[src/rtl/ata_pkg.sv]
// Shared constants for the accelerometer tilt angle pipeline.
package ata_pkg;

  // Axes narrower than this are scaled up to it before squaring.
  localparam int SCALED_MIN_BITS = 24;

  // Angle register: degrees with 16 fraction bits, plus sign and headroom.
  localparam int ANGLE_BITS = 26;

  // Result angle format.
  localparam int OUT_BITS      = 16;
  localparam int HALF_TURN_DEG = 180;
  localparam int ANGLE_LIMIT   = (HALF_TURN_DEG / 2) * 256;
  localparam int ROUND_HALF    = 128;
  localparam int FRAC_DROP     = 8;

  // atan(2^-i) in degrees, 16 fraction bits, rounded.
  localparam int ATAN_ENTRIES = 32;
  localparam logic [22:0] ATAN_DEG_Q16 [ATAN_ENTRIES] = '{
    23'd2949120, 23'd1740967, 23'd919879, 23'd466945,
    23'd234379,  23'd117304,  23'd58666,  23'd29335,
    23'd14668,   23'd7334,    23'd3667,   23'd1833,
    23'd917,     23'd458,     23'd229,    23'd115,
    23'd57,      23'd29,      23'd14,     23'd7,
    23'd4,       23'd2,       23'd1,      23'd0,
    23'd0,       23'd0,       23'd0,      23'd0,
    23'd0,       23'd0,       23'd0,      23'd0
  };

endpackage

[src/rtl/ata_front.sv]
// Front end: first-sample drop, axis scaling, squaring and sums of squares.
module ata_front #(
  parameter int ACCEL_BITS = 16,
  parameter int SW         = 24
) (
  input  logic                    clk,
  input  logic                    rst_n,
  input  logic                    in_valid,
  output logic                    in_ready,
  input  logic signed [ACCEL_BITS-1:0] in_x,
  input  logic signed [ACCEL_BITS-1:0] in_y,
  input  logic signed [ACCEL_BITS-1:0] in_z,
  output logic                    out_valid,
  input  logic                    out_ready,
  output logic [2*SW-1:0]         out_sum_roll,
  output logic [2*SW-1:0]         out_sum_pitch,
  output logic signed [SW-1:0]    out_num_roll,
  output logic signed [SW-1:0]    out_num_pitch
);
  localparam int SH = (ACCEL_BITS < ata_pkg::SCALED_MIN_BITS) ?
                      (ata_pkg::SCALED_MIN_BITS - ACCEL_BITS) : 0;

  logic first_seen_r, first_seen_nxt;
  logic v0_r, v1_r, v2_r;
  logic rdy0, rdy1, rdy2;
  logic accept;
  logic signed [SW-1:0] ex, ey, ez;
  logic signed [SW-1:0] ax_r, ay_r, az_r;
  logic signed [2*SW-1:0] sq_x, sq_y, sq_z;
  logic [2*SW-1:0] sqx_r, sqy_r, sqz_r;
  logic signed [SW-1:0] nx1_r, ny1_r;
  logic [2*SW-1:0] sum_roll_r, sum_pitch_r;
  logic signed [SW-1:0] nx2_r, ny2_r;

  // stall chain: a stage moves when empty or when the next one moves
  assign rdy2     = !v2_r || out_ready;
  assign rdy1     = !v1_r || rdy2;
  assign rdy0     = !v0_r || rdy1;
  assign in_ready = rdy0;
  assign accept   = in_valid && rdy0;

  // the first sample after reset only marks the flag
  assign first_seen_nxt = first_seen_r || accept;

  // sign extend, then scale up to the working width
  assign ex = SW'(in_x) <<< SH;
  assign ey = SW'(in_y) <<< SH;
  assign ez = SW'(in_z) <<< SH;

  assign sq_x = ax_r * ax_r;
  assign sq_y = ay_r * ay_r;
  assign sq_z = az_r * az_r;

  always_ff @(posedge clk) begin
    if (!rst_n) begin
      first_seen_r <= 1'b0;
      v0_r         <= 1'b0;
      v1_r         <= 1'b0;
      v2_r         <= 1'b0;
    end else begin
      first_seen_r <= first_seen_nxt;
      if (rdy0) v0_r <= accept && first_seen_r;
      if (rdy1) v1_r <= v0_r;
      if (rdy2) v2_r <= v1_r;
    end
  end

  // payload stages
  always_ff @(posedge clk) begin
    if (rdy0) begin
      ax_r <= ex;
      ay_r <= ey;
      az_r <= ez;
    end
    if (rdy1) begin
      sqx_r <= unsigned'(sq_x);
      sqy_r <= unsigned'(sq_y);
      sqz_r <= unsigned'(sq_z);
      nx1_r <= ax_r;
      ny1_r <= ay_r;
    end
    if (rdy2) begin
      sum_roll_r  <= sqx_r + sqz_r;
      sum_pitch_r <= sqy_r + sqz_r;
      nx2_r       <= nx1_r;
      ny2_r       <= ny1_r;
    end
  end

  assign out_valid     = v2_r;
  assign out_sum_roll  = sum_roll_r;
  assign out_sum_pitch = sum_pitch_r;
  assign out_num_roll  = ny2_r;
  assign out_num_pitch = nx2_r;

  a_first_drop: assert property (@(posedge clk) disable iff (!rst_n)
    (accept && !first_seen_r) |=> !v0_r)
    else $error("first sample was not dropped");
  a_seen_sticky: assert property (@(posedge clk) disable iff (!rst_n)
    first_seen_r |=> first_seen_r)
    else $error("seen flag cleared without reset");
endmodule

[config.mk]
export PLATFORM = sky130hd
export DESIGN_NAME = ata_front
export DESIGN_NICKNAME = d
export VERILOG_FILES = /design/src/rtl/ata_pkg.sv /design/src/rtl/ata_front.sv
export SDC_FILE = /design/constraint.sdc
export NUM_CORES = 2
export LEC_CHECK = 0
export BUFFER_PORTS_ARGS = -buffer_cell sky130_fd_sc_hd__buf_2
export CAP_MARGIN = 0
export CORE_MARGIN = 8
export CORE_UTILIZATION = 50
export CTS_CLUSTER_DIAMETER = 150
export DETAILED_ROUTE_END_ITERATION = 10
export GPL_ROUTABILITY_DRIVEN = 1
export PLACE_DENSITY = 0.76
export SYNTH_ARGS = -nofsm -noshare
export SYNTH_HDL_FRONTEND = slang
export SYNTH_SLANG_ARGS = --single-unit
export TNS_END_PERCENT = 30
[constraint.sdc]
create_clock -name clk -period 5.9 [get_ports clk]
set_input_delay 1.18 -clock clk [delete_from_list [all_inputs] [get_ports clk]]
set_output_delay 1.18 -clock clk [all_outputs]
set_load 0.05 [all_outputs]
== Word-level counts from Yosys, hierarchy flattened ==
Cells that the tools add are included.

* Register bits after elaboration: 308
* Bits of input ports: 52
* Output and inout bits: 146
* Word-level logic and storage cells: 30

* $add $sub $neg: 2
* Multipliers: 3
* Reduce and logical (&&, ||, !) cells: 9

{| class="wikitable"
|+ Operators by type and width
! cell !! count
|-
| $add 48x48->48 || 2
|-
| $mul 16x16->32 || 3
|-
| $logic_or 1x1->1 || 4
|-
| $logic_not 1->1 || 3
|-
| $logic_and 1x1->1 || 2
|}

== Longest topological paths before layout ==
* Word-level depth: 6
* Gate-level depth with buffers: 26
* Depth with buffers taken out: 25

== Worst setup path after synthesis ==
OpenSTA, ideal clock, no wires.

* Path type: reg-to-reg
* From: reg ax_r[12]
* To: reg sqx_r[46] (data pin)
* Library setup time: 0.265 ns
* Data arrival time: 6.219 ns
* Data required time: 5.635 ns
* Path slack: -0.584 ns
* Stages on the path, launching flop included: 26
* Path buffers: 2
* Period minus slack after synthesis: 6.484 ns
* Path through: edfxtp_1 > clkbuf_1 > clkbuf_1 > nand2_1 > inv_1 > fa_1 > inv_1 > fa_1 > fa_1 > inv_1 > fa_1 > fa_1 > inv_1 > fa_1 > inv_1 > ha_1 > a21o_1 > a211o_1 > o211ai_1 > a21oi_1 > a31oi_1 > a31oi_1 > and4_1 > a2111oi_2 > a22oi_1 > xor2_1

* Longest elaborated chain between the ends: 1

{| class="wikitable"
|+ RTL lines
! element !! RTL line !! RTL
|-
| start, declared || ata_front.sv:28 || <nowiki>logic signed [SW-1:0] ax_r, ay_r, az_r;</nowiki>
|-
| start signal, assigned || ata_front.sv:71 || <nowiki>ax_r <= ex;</nowiki>
|-
| $mul 16x16->32 || ata_front.sv:50 || <nowiki>assign sq_x = ax_r * ax_r;</nowiki>
|-
| via sq_x[46] || ata_front.sv:29 || <nowiki>logic signed [2*SW-1:0] sq_x, sq_y, sq_z;</nowiki>
|-
| end signal, assigned || ata_front.sv:76 || <nowiki>sqx_r <= unsigned'(sq_x);</nowiki>
|-
| end, declared || ata_front.sv:30 || <nowiki>logic [2*SW-1:0] sqx_r, sqy_r, sqz_r;</nowiki>
|}

The timed path passes the listed nets, and every way through them passes these cells.
A chain may end at the register's enable or synchronous reset.

== Worst setup path after layout ==
* From: reg ax_r[18]
* To: reg sqx_r[46] (data pin)

The elaborated chain is that of the path after synthesis.

==> metrics.md <==
| Metric | Value |
|---|---|
| Slew HR | 37.2% |
| Crit path launch | ax_r[18] |
| Commonest register cell after synthesis | edfxtp_1 |
| H-tree depth | 2 |
| Inserted Clock Buffers | 35 |
| Worst reg2reg startpoint | ax_r[18] |
| Hold WS | 0.411 ns |
| #FFs+latches synth | 271 |
| Core area | 74,400 um2 |
| IO Count | 198 |
| Arrival time worst endpoint | 6.48 ns |
| Crit end category | register |
| Number of port buffers | 149 |
| CP Cell Sequence | buf_4 > and2_4 > fa_1 > inv_1 > fa_1 > fa_1 > fa_1 > inv_1 > fa_1 > fa_1 > ha_4 > a21o_1 > a211o_1 > a211oi_2 > a21oi_2 > nand4_1 > a31oi_2 > and4_4 > a2111oi_4 > a22oi_2 > xor2_1 |
| Yosys top cell by area | fa_1 |
| CP peak stage delay | 0.57 ns |
| Root Buffer | clkbuf_16 |
| Seq/Total Area, Yosys | 21.5% |
| Crit path depth | 21 |
| Iter 0 DRT Violations | 1,443 |
| Die Height | 290 um |
| Post-route cell area | 45,100 um2 |
| Status | finished, violations left |
| Synth cell types | 71 |
| Crit Path Class | register to register |
| Final Hold Vio Count | 0 |
| Required @ worst endpoint | 6.19 ns |
| Slew Viols, Final | 0 |
| Crit path max-delay family | adder cells |
| Violated checks | setup timing |
| Synth top area cells | fa_1, edfxtp_1, ha_1 |
| DRT Pass-1 Iters | 5 |
| RSZ-0062 raised after global routing | true |
| Vias | 26,297 |
| Crit-path slowest cell | fa_1 |
| Number of max-cap violations | 0 |
| Worst setup endpoint | sqx_r[46] |
| Area grow syn2layout | 20.1% |
| Startpoint types | register |
| Synth warn | 0 |
| Clk_lat worst skew | 0.55 ns |
| Post-synthesis cell count | 3,591 |
| Worst R2R Setup Slack | -0.29 ns |
| Most frequent cell after synthesis | inv_1 |
| Nets@finish | 5,269 |
| Die W | 290 um |
| Tmin final | 6.19 ns |
| Commonest cells post-synth | inv_1, fa_1, ha_1 |
| Buf+Inv Stages, Crit Path | 3 |
| Total gr overflow | 0 |
| Number of global-route vias before repair | 29,332 |
| Final setup violation count | 26 |
| Post-synth top area share | 37.3% |
| Dpl hpwl | 75,500 um |
| Final Cycle Share | 105% |
| Critical Path Fanout Max | 4 |
| Non-Filler Instances | 5,180 |
| Worst reg-to-reg path cell count | 21 |
| Initial antenna violation count | 2 |
| FFs w/ async S/R, synth | 0% |
| Final Skew | 0.0174 ns |
| # DRC | 0 |
| Per-cell routed wire length | 17.6 um |
| Core Rows | 100 |
| Cell repeated most along the worst path | fa_1 |
| Mean post-synth cell area | 10.5 um2 |
| Layout cells sized above 1 | 22.7% |
| R2r endpoint | sqx_r[46] |
| Via density | 5.08 |
| Clk slew on worst S/H paths | 0.06 ns |
| First-pass GRT wire length | 148,000 um |
| Starting Density | 50.5% |
| Final worst slack | -0.292 ns |
| # clock sinks | 271 |
| Least-Margin Pin Slew | 0.943 ns |
| Mapped Area | 37,600 um2 |
| Placement Cell Area | 42,500 um2 |
| Largest net degree at the start of global routing | 72 |
| Fillers | 5,902 |
| Fmax | 0.161 GHz |
| Full die area | 84,200 um2 |
| Global Route Usage Sum | 22.0% |
| Wirelength, routed | 91,300 um |
| Detail Route Antenna Nets | 0 |
| Gpl congestion | 0.989 |
| Hold Crit Class | register to register |
| CTS tree | done |
| Max Buffers Root-to-Sink | 3 |
| EDFF count, synth | 267 |
| Placed instance count | 5,030 |
## metal layers
metal / track usage [%] / part of all wire, %
met5: 0 / 0.018
met2: 38.9 / 51
met3: 4.08 / 5.8
met1: 27.0 / 39
met4: 7.07 / 3.7
## state kept, by name, indices dropped and copies added (netlist names), 30 cells and up
signal,flops
sqy_r,30
sqz_r,31
sqx_r,30
out_sum_roll,32
out_sum_pitch,32
## cell type report
| class | instances | area, um2 | area share, % |
|---|---|---|---|
| clock buffer | 36 | 880 | 1.95 |
| timing repair buffer | 632 | 4650 | 10.3 |
| tap | 969 | 1210 | 2.69 |
| sequential | 271 | 8100 | 17.9 |
| antenna | 1 | 2.50 | 0.00554 |
| clock inverter | 23 | 208 | 0.460 |
| multi-input combinational | 2268 | 26400 | 58.5 |
| inverter | 980 | 3680 | 8.16 |
## worst min-delay path by stage
stage	startpoint	end	slack, ns	cells past startpoint
2_1_floorplan	nx1_r[10]	out_num_pitch[10]	0.40	0
3_3_place_gp	ny1_r[16]	out_num_roll[16]	0.40	0
3_5_place_dp	nx1_r[17]	out_num_pitch[17]	0.40	0
4_1_cts	ny1_r[14]	out_num_roll[14]	0.41	0
5_1_grt	ny1_r[21]	out_num_roll[21]	0.42	0
6_report	ny1_r[14]	out_num_roll[14]	0.41	0
## repair_timing
| action | in CTS | in global routing |
|---|---|---|
| setup buffers | 69 | 24 |
| hold buffers | 0 | 0 |
| setup endpoints to repair | 29 | 43 |
| resized for setup | 125 | 119 |
| pin swaps | 118 | 82 |
## worst register-to-register path: cells and delay by family, from the launching register on
| kind | cells | cell delay [ns] |
|---|---|---|
| adder cells (fa/ha/maj) | 7 | 3.22 |
| AO/OA/AOI/OAI | 7 | 1.34 |
| AND/OR/NAND/NOR | 3 | 0.51 |
| flip-flops | 1 | 0.43 |
| buffers and inverters | 3 | 0.28 |
| XOR/XNOR | 1 | 0.15 |
## logic make-up (layout without fill, tap and decap cells)
kind of cell    Yosys count  in the layout  share of synthesized area, %
buf+inv                1099           1671                          11.5
mux                       4              4                         0.107
compound gates          326            326                          5.97
fa+ha+maj              1029           1029                          48.2
flops                   271            271                          21.5
simple gates            687            687                          8.62
xor+xnor                174            174                          4.05
other cells               1             49                       0.00998
## stage by stage
stage / TNS [ns] / setup WS, ns / utilization, %
2_1_floorplan: -0.123 / -0.0459 / -
3_3_place_gp: -3.77 / -0.307 / 57.1
3_5_place_dp: -4.94 / -0.389 / 57.1
4_1_cts: -2.71 / -0.308 / 59.8
5_1_grt: -10.50 / -0.529 / 60.6
6_report: -3.59 / -0.292 / 60.6
## cell usage in the layout, fill, tap and decap left out, types with 36 or more instances in the layout
cell type | Yosys | final
a21o_1 | 36 | 36
a21oi_1 | 86 | 65
and2_1 | 116 | 95
buf_2 | 0 | 149
buf_4 | 48 | 435
buf_6 | 0 | 37
conb_1 | 1 | 48
edfxtp_1 | 267 | 267
fa_1 | 700 | 671
ha_1 | 329 | 295
inv_1 | 980 | 945
nand2_1 | 259 | 236
nor2_1 | 161 | 142
o21ai_0 | 62 | 42
xnor2_1 | 130 | 128
xor2_1 | 44 | 42
Power is not shown: default switching activity piles up to over one toggle a cycle in this logic, so the estimate is an artifact.
